### src/hdl/dd_pkg.sv
// Package for the date difference block: payload types, status codes, calendar functions.
package dd_pkg;

  localparam int DayW   = 6;
  localparam int MonthW = 4;
  localparam int YearW  = 14;
  localparam int CountW = 22;
  localparam int QuotW  = 8;
  localparam logic [YearW-1:0] MaxYear = YearW'(9999);

  typedef enum logic [1:0] {
    ST_OK         = 2'd0,
    ST_START_BAD  = 2'd1,
    ST_FINISH_BAD = 2'd2,
    ST_ORDER      = 2'd3
  } status_t;

  typedef struct packed {
    logic [DayW-1:0]   start_day;
    logic [MonthW-1:0] start_month;
    logic [YearW-1:0]  start_year;
    logic [DayW-1:0]   finish_day;
    logic [MonthW-1:0] finish_month;
    logic [YearW-1:0]  finish_year;
  } dd_in_t;

  typedef struct packed {
    logic [CountW-1:0] day_count;
    status_t           status;
  } dd_out_t;

  // floor(v / 100) by reciprocal, exact for every 14-bit v
  function automatic logic [QuotW-1:0] div100(input logic [YearW-1:0] v);
    logic [26:0] prod;
    prod = 27'(v) * 27'd5243;
    return prod[19 +: QuotW];
  endfunction

  function automatic logic is_leap(input logic [YearW-1:0] y);
    logic [QuotW-1:0]  q;
    logic [YearW-1:0]  back;
    q    = div100(y);
    back = YearW'(q) * YearW'(100);
    return (y[1:0] == 2'd0) && ((back != y) || (q[1:0] == 2'd0));
  endfunction

  function automatic logic [DayW-1:0] month_len(input logic [MonthW-1:0] m,
                                                input logic leap);
    logic [DayW-1:0] len;
    unique case (m)
      4'd1, 4'd3, 4'd5, 4'd7, 4'd8, 4'd10, 4'd12: len = DayW'(31);
      4'd4, 4'd6, 4'd9, 4'd11:                     len = DayW'(30);
      4'd2:                                        len = leap ? DayW'(29) : DayW'(28);
      default:                                     len = DayW'(0);
    endcase
    return len;
  endfunction

  function automatic logic [8:0] days_before(input logic [MonthW-1:0] m);
    logic [8:0] n;
    unique case (m)
      4'd2:    n = 9'd31;
      4'd3:    n = 9'd59;
      4'd4:    n = 9'd90;
      4'd5:    n = 9'd120;
      4'd6:    n = 9'd151;
      4'd7:    n = 9'd181;
      4'd8:    n = 9'd212;
      4'd9:    n = 9'd243;
      4'd10:   n = 9'd273;
      4'd11:   n = 9'd304;
      4'd12:   n = 9'd334;
      default: n = 9'd0;
    endcase
    return n;
  endfunction

endpackage

### src/hdl/dd_date.sv
// Checks one date and forms its closed-form day number.
module dd_date (
  input  logic [dd_pkg::DayW-1:0]   day,
  input  logic [dd_pkg::MonthW-1:0] month,
  input  logic [dd_pkg::YearW-1:0]  year,
  output logic                      ok,
  output logic [dd_pkg::CountW-1:0] number
);
  import dd_pkg::*;

  logic             leap;
  logic [YearW-1:0] prev;
  logic [QuotW-1:0] cent;

  assign leap = is_leap(year);
  assign prev = year - YearW'(1);
  assign cent = div100(prev);

  assign ok = (day != '0) && (year != '0) && (year <= MaxYear) &&
              (month != '0) && (month <= MonthW'(12)) &&
              (day <= month_len(month, leap));

  // days before the year, before the month, then the day itself
  assign number = CountW'(prev) * CountW'(365)
                + CountW'(prev >> 2)
                - CountW'(cent)
                + CountW'(cent >> 2)
                + CountW'(days_before(month))
                + CountW'((month > MonthW'(2)) && leap)
                + CountW'(day);

endmodule

### src/hdl/date_difference_days.sv
// Top level: days between two Gregorian dates, input register then result register.
//
//  channel  | valid        | ready        | payload
//  ---------+--------------+--------------+-----------------
//  in       | dates_valid  | dates_ready  | dates  (dd_in_t)
//  out      | result_valid | result_ready | result (dd_out_t)
//
// One item per cycle sustained while result_ready is high.
// Both dates are checked and numbered in one pass between the two registers.
// rst clears both valid flags; payload registers are not reset.
// A stall on the result side holds the result register, and the input register once full;
// the input register still takes an item when the result register frees in the same cycle.
module date_difference_days (
  input  logic           clk,
  input  logic           rst,
  input  logic           dates_valid,
  output logic           dates_ready,
  input  dd_pkg::dd_in_t dates,
  output logic           result_valid,
  input  logic           result_ready,
  output dd_pkg::dd_out_t result
);
  import dd_pkg::*;

  logic              s1_valid;
  dd_in_t            s1;
  logic              adv;
  logic              start_ok;
  logic              finish_ok;
  logic [CountW-1:0] start_num;
  logic [CountW-1:0] finish_num;
  dd_out_t           result_next;

  assign adv         = !result_valid || result_ready;
  assign dates_ready = !s1_valid || adv;

  dd_date u_start (
    .day    (s1.start_day),
    .month  (s1.start_month),
    .year   (s1.start_year),
    .ok     (start_ok),
    .number (start_num)
  );

  dd_date u_finish (
    .day    (s1.finish_day),
    .month  (s1.finish_month),
    .year   (s1.finish_year),
    .ok     (finish_ok),
    .number (finish_num)
  );

  always_comb begin
    result_next.day_count = '0;
    priority if (!start_ok) begin
      result_next.status = ST_START_BAD;
    end else if (!finish_ok) begin
      result_next.status = ST_FINISH_BAD;
    end else if (finish_num < start_num) begin
      result_next.status = ST_ORDER;
    end else begin
      result_next.status    = ST_OK;
      result_next.day_count = finish_num - start_num;
    end
  end

  always_ff @(posedge clk) begin
    if (rst) begin
      s1_valid     <= 1'b0;
      result_valid <= 1'b0;
    end else begin
      if (dates_ready) begin
        s1_valid <= dates_valid;
      end
      if (adv) begin
        result_valid <= s1_valid;
      end
    end
  end

  always_ff @(posedge clk) begin
    if (dates_valid && dates_ready) begin
      s1 <= dates;
    end
    if (adv && s1_valid) begin
      result <= result_next;
    end
  end

  a_zero_on_error: assert property (@(posedge clk) disable iff (rst)
    result_valid && (result.status != ST_OK) |-> result.day_count == '0)
    else $error("day_count nonzero with error status");

  a_accept_lands: assert property (@(posedge clk) disable iff (rst)
    dates_valid && dates_ready |=> s1_valid)
    else $error("accepted item not held in input register");

  a_stage_holds: assert property (@(posedge clk) disable iff (rst)
    s1_valid && !adv |=> s1_valid && $stable(s1))
    else $error("input register lost item during stall");

  a_stage_moves: assert property (@(posedge clk) disable iff (rst)
    s1_valid && adv |=> result_valid)
    else $error("item left input register without reaching result");

endmodule
### config.mk
export PLATFORM = sky130hd
export DESIGN_NAME = date_difference_days
export DESIGN_NICKNAME = d
export VERILOG_FILES = /design/src/hdl/dd_pkg.sv /design/src/hdl/dd_date.sv /design/src/hdl/date_difference_days.sv
export SDC_FILE = /design/constraint.sdc
export NUM_CORES = 1
export LEC_CHECK = 0
export BUFFER_PORTS_ARGS = -buffer_cell sky130_fd_sc_hd__buf_2
export CAP_MARGIN = 5
export CORE_ASPECT_RATIO = 1.2
export CORE_MARGIN = 3
export CORE_UTILIZATION = 65
export DETAILED_ROUTE_END_ITERATION = 10
export PLACE_DENSITY_LB_ADDON = 0.2
export SLEW_MARGIN = 0
export SYNTH_ARGS = -nofsm -noshare
export SYNTH_HDL_FRONTEND = slang
export SYNTH_HIERARCHICAL = 1
export SYNTH_SLANG_ARGS = --single-unit
export TNS_END_PERCENT = 1
### constraint.sdc
create_clock -name clk -period 30.9 [get_ports clk]
set_clock_uncertainty 0.15 [all_clocks]
set_input_delay 6.18 -clock clk [delete_from_list [all_inputs] [get_ports clk]]
set_output_delay 6.18 -clock clk [all_outputs]
set_load 0.01 [all_outputs]
# --- After elaboration in Yosys (flattened, before gate mapping) ---
# Memory sizes are Yosys's and may differ from the RTL's. A register that Yosys moved wholly into a read port is not among the register bits.
# Index checks and enable logic that the tools add are counted.
op_classes:
  multipliers: 8
  order_cmp: 9
  mux: 8
  eq_ne: 26
  reduce_logical: 37
  n_bitwise: 2
  add_sub_neg: 15
ops:
  columns: ["operator", "n"]
  rows:
  - ["$mul A14 B13 Y27 const B", 4]
  - ["$add A22 B6 Y22", 4]
  - ["$add A22 B1 Y22", 2]
  - ["$add A22 B12 Y22", 2]
  - ["$add A22 B9 Y22", 2]
  - ["$mul A14 B9 Y22 const B", 2]
  - ["$sub A22 B8 Y22", 2]
  - ["$eq A4 B4 Y1 const B", 10]
  - ["$pmux W6 S3", 2]
  - ["$eq A4 B3 Y1 const B", 8]
  - ["$le A14 B14 Y1 const B", 2]
  - ["$ne A14 B14 Y1", 2]
  - ["$reduce_bool A14 Y1", 2]
  - ["$sub A14 B1 Y14 const B", 2]
  - ["$mul A8 B5 Y12 const B", 2]
  - ["$lt A22 B22 Y1", 1]
  - ["$sub A22 B22 Y22", 1]
  - ["$eq A4 B2 Y1 const B", 4]
  - ["$logic_and A1 B1 Y1", 16]
  - ["$reduce_or A7 Y1", 2]
  - ["$le A6 B6 Y1", 2]
  - ["$reduce_bool A6 Y1", 2]
  - ["$eq A4 B1 Y1 const B", 2]
  - ["$gt A4 B2 Y1 const B", 2]
  - ["11 further kinds", 25]
word_totals:
  register_bits: 74
  wordCells: 117
  rom_bits: 288
  mem_count: 2
  in_bits: 52
mem_list:
  columns: ["name", "depth", "width", "read_ports", "rd_clocked_by_memory_dff", "write_ports", "line_no", "rtl"]
  rows:
  - ["(no name shown)", 16, 9, 1, 1, 0, "dd_pkg.sv:61", "unique case (m)"]
  - ["(no name shown)", 16, 9, 1, 1, 0, "dd_pkg.sv:61", null]

# --- Logic depth before layout (Yosys ltp) ---
logic_depth:
  depth_word: 11
  depth_mapped: 59
  depth_no_buf: 57

# --- Hierarchy ---
# The synthesis kept the hierarchy.
modules_own_cells:
  columns: ["module", "area_per_inst_um2", "cells_each", "instances"]
  rows:
  - ["dd_date (u_finish)", 12587.1, 1337, 1]
  - ["dd_date (u_start)", 12451.9, 1312, 1]
  - ["date_difference_days", 3768.6, 305, 1]

# --- Least setup slack after synthesis ---
# No wires, ideal clock.
synth_timing:
  path_type: "register to register"
  from: "reg s1[2] in the netlist's numbering"
  to: "reg result[23] in the netlist's numbering, data pin"
  setup_ns: 0.255
  period_less_slack_ns: 12.862
  arrival_ns: 12.457
  slack_ns: 18.038
  t_required_ns: 30.495
  path_stages_with_launch: 49
  cell_sequence: "edfxtp_1 > inv_1 > ha_1 > a21boi_0 > nand2_1 > nand2_1 > nand3_1 > a21boi_0 > o21ai_0 > xnor2_1 > fa_1 > inv_1 > ha_1 > fa_1 > inv_1 > fa_1 > fa_1 > inv_1 > [... 13 more ...] > fa_1 > ha_1 > a21o_1 > or3_1 > o2111a_1 > a2111o_1 > a31o_2 > a21oi_1 > xnor2_1 > ha_1 > buf_2 > a21o_1 > o21bai_1 > o21ai_0 > nor2b_1 > a21oi_1 > xnor2_1 > nor2_2"
synth_between:
  word_cells_on_any_way: 30
  classes_between: "8 x add/sub; 4 x mul; 3 x order compare; 1 x eq/ne; 2 x mux; 1 x bitwise; 11 x reduce/logical"
synth_lines:
  columns: ["item", "line_no", "rtl"]
  rows:
  - ["start: declaration", "date_difference_days.sv:26", "dd_in_t s1;"]
  - ["start signal: assignment", "date_difference_days.sv:83", "s1 <= dates;"]
  - ["$sub A14 B1 Y14 / $mul A14 B13 Y27 (equally long branches)", "dd_date.sv:16, dd_pkg.sv:35", null]
  - ["$mul A14 B9 Y22 / $mul A8 B5 Y12 (equally long branches)", "dd_date.sv:24, dd_pkg.sv:43", null]
  - ["$add A22 B12 Y22 / $ne A14 B14 Y1 (equally long branches)", "dd_date.sv:25, dd_pkg.sv:44", null]
  - ["$sub A22 B8 Y22 / $logic_or A1 B1 Y1 (equally long branches)", "dd_date.sv:26, dd_pkg.sv:44", null]
  - ["$add A22 B6 Y22 / $logic_and A1 B1 Y1 (equally long branches)", "dd_date.sv:27, dd_pkg.sv:44", null]
  - ["$add A22 B9 Y22 / $logic_and A1 B1 Y1 (equally long branches)", "dd_date.sv:28, dd_date.sv:29", null]
  - ["$add A22 B1 Y22 *", "dd_date.sv:29", "+ CountW'((month > MonthW'(2)) && leap)"]
  - ["$add A22 B6 Y22 *", "dd_date.sv:30", "+ CountW'(day);"]
  - ["via finish_num[16]", "date_difference_days.sv:31", "logic [CountW-1:0] finish_num;"]
  - ["$lt A22 B22 Y1", "date_difference_days.sv:59", "end else if (finish_num < start_num) begin"]
  - ["$reduce_or A3 Y1 (no source line)", null, null]
  - ["end signal: assignment", "date_difference_days.sv:86", "result <= result_next;"]
  - ["end: declaration", "date_difference_days.sv:21", "output dd_pkg::dd_out_t result"]
# Mark *: on every way through the listed nets, which the timed path passes. The rest lies on a longest branch.
# A chain may end at the register's enable or synchronous reset.

# --- Worst setup path in the final report ---
layout_timing:
  from: "reg s1[0] in the netlist's numbering"
  to: "reg result[20] in the netlist's numbering, data pin"
# The elaborated chain is that of the path after synthesis.

==> results.md <==
- Outcome: completed
- Final hold violation count: 0
- Critical path endpoint category: register
- Routed WL: between 60 and 70 mm
- Tmin final: 15.43 ns
- Clk slew on worst S/H paths: 0.07 ns
- Critical Path Max Stage Delay: around 0.87 ns
- Post-synth EDFFs: 72
- Layout cells sized above 1: between 6 and 7%
- GR Util All Layers: ~29%
- Hold path cells: 2
- Drt via density: 5.60
- Cell Rows: 83
- GR Util met1: approximately two fifths
- Mux contribution to synthesized area: 0.604%
- Top Family by Delay on Critical Path: adder cells
- CTS resizes: 0
- Die X: roughly 200 um
- Root Buffer: clkbuf_16
- Post-route insts no fill: between 3,000 and 4,000
- CP max stage cell: a2111oi_0
- Total setup buffers inserted after CTS: 0
- GP Congestion: 0.967
- Crit Path Category: reg2reg
- Required time worst endpoint: 30.93 ns
- Crit path buf inv count: 6
- Clock sink total: 74
- Final nets: 4,239
- Initial drt markers: 911
- Post-Synth Simple-Gate Area: 6.34%
- Grt met3 use: ~4.3%
- M2 GR Usage: 49.7%
- Starting Density: 66.5%
- R2R Setup Slk: roughly 15 ns
- Synth top area cells: ha_1 31%, fa_1 30%, inv_1 11%, edfxtp_1 7.5%, xnor2_1 4.2%
- Final Cycle Share: approximately 50%
- Seq cells post-synth: 74
- Remaining global-route overflow: 0
- CTS tree: yes
- # diodes: 0
- Layout area overhead: 4.91%
- Via count: 20,188
- Max-cap violation count: 0
- Cell depth of the worst setup path: 46
- FFs w/ async S/R, synth: 0%
- Main combinational cell family by area after synthesis: adder cells
- Post-DRT Antenna Nets: 0
- Arrival @ worst endpoint: 15.46 ns
- Setup TNS: 0 ns
- Routed len/inst: between 15 and 20 um
- Complex-gate fraction of the synthesized area: 8.09%
- Antenna violations before repair: 0
- HP Class: reg2reg
- Die Ht: around 240 um
- TritonRoute pass-1 iters: 5
- H-tree Lvls: 3
- Area share of the largest cell type after synthesis: a little under a third
- GRT Max-Usage Layer: met2
- Seq/Total Area, Yosys: 7.64%
- Adder-cell share of the synthesized area: 60.7%
- Port Buffers: 77
- Synth Net Count: 4,147
- Headroom to the max-slew limit: between 20% and 30%
- Most common cell on crit path: fa_1
- RSZ-0062 raised after global routing: no
- Synth Warn #: 6
- Die ar.: 0.0469 sq mm
- Post-Synthesis Cells: 2,954
- Cell total after placement: 3,587
- Post-detail-place hpwl: 58.3 mm
- Hold bufs inserted after CTS: 0
- Worst Tran Pin Value: 1.17 ns
- Max-slew violation count: 0
- Synth area leader: ha_1
- Synthesized area per cell: 9.75 sq um
- Synth Flop Type: edfxtp_1
- R2r worst-path depth: 46
- Post-Syn Area: a little under 0.03 sq mm
- Top-Level Pins: 78
- Vias in the first global route: 21,979
- Synth cell types: 86
- DRC violations left: 0
- Achievable Freq: 64.8 MHz
- CTS Buffer Depth: 2
- First-pass GRT wire length: 109 mm
- Post-synthesis xor/xnor area fraction: 5.45%
- Largest net degree at the start of global routing: 49
- Startpoint types: register
- Inserted Clock Buffers: 9
- Highest fanout seen on the critical path: 22
- Clk_lat worst skew: 0.38 ns
- Core area: 0.0433 sq mm
- # setup viols final: 0
-- synth_stat cells (4+ instances only) --
master and count:
inv_1 824, ha_1 712, fa_1 429, xnor2_1 137, a21oi_1 98, nor2_1 87, edfxtp_1 72, nand2_1 71
o21ai_0 67, nand3_1 40, xor2_1 37, a21o_1 33, nor3_1 28, nor2b_1 26, o21a_1 22, nor2_2 20
nand4_1 18, or2_2 13, and3_1 12, a211oi_1 10, nand2b_1 10, o211ai_1 10, mux2i_1 8, o31ai_1 8
a21boi_0 7, a31oi_1 7, and2_1 7, clkbuf_1 7, o21bai_1 7, o22ai_1 7, or3_1 7, buf_2 6
nor4_1 6, a21oi_2 5, a41oi_1 5, o21ai_2 5, a2111oi_0 4
-- registers in the layout, indices dropped and copies added (netlist names) --
signal and cells:
result_valid 1, result 24, s1 48, s1_valid 1
-- layout by cell type (no fill, tap or decap), types with 33 or more instances in the layout --
master    instances
a21o_1           33
a21oi_1          98
buf_2            77
edfxtp_1         72
fa_1            429
ha_1            712
inv_1           824
nand2_1          71
nand3_1          40
nor2_1           87
o21ai_0          67
xnor2_1         137
xor2_1           37
-- worst register-to-register path: cells and delay by family (launching register included) --
family,cells,cell delay (ns)
buffers and inverters,6,0.91
XOR/XNOR,3,0.92
flip-flops,1,0.72
AND/OR/NAND/NOR,8,2.11
adder cells (fa/ha/maj),15,6.29
AO/OA/AOI/OAI,14,4.15
-- cell type report --
type	instances	area [sq um]
clock buffers	10	229
fillers	3375	13100
multi-input cells	2035	23400
inverters	826	3100
repair buffers	100	558
clock inverters	6	42.5
well taps	552	691
flip-flops and latches	74	2200
-- metal layers --
layer | up-vias | routed length, um
li1 | 9624 | -
met1 | 9901 | 28500
met2 | 536 | 32000
met3 | 127 | 3390
met4 | 0 | 2020
met5 | - | 0
-- stage by stage --
step | area [sq um] | hold slack (ns) | setup slack (ns) | util [%]
after floorplan | 28800 | 0.328 | 18.04 | -
after global placement | 30000 | 0.350 | 15.99 | 69.2
after detailed placement | 30000 | 0.373 | 15.56 | 69.2
after CTS | 30200 | 0.384 | 15.46 | 69.8
after global routing | 30200 | 0.407 | 14.58 | 69.8
final | 30200 | 0.389 | 15.47 | 69.8
-- cells by family (layout without fill, tap and decap cells) --
kind of cell	after synthesis	after routing
AO/OA/AOI/OAI	344	344
XOR/XNOR	176	176
adder cells (fa/ha/maj)	1141	1141
buffers and inverters	845	942
flip-flops	74	74
multiplexers	14	14
AND/OR/NAND/NOR	360	360
-- final timing paths --
kind                 start           end
setup / recovery     s1[0]    result[20]
hold / removal    s1_valid  result_valid
hold reg to reg   s1_valid  result_valid
setup reg to reg     s1[0]    result[20]
Power is not shown: default switching activity piles up to over one toggle a cycle in this logic, so the estimate is an artifact.
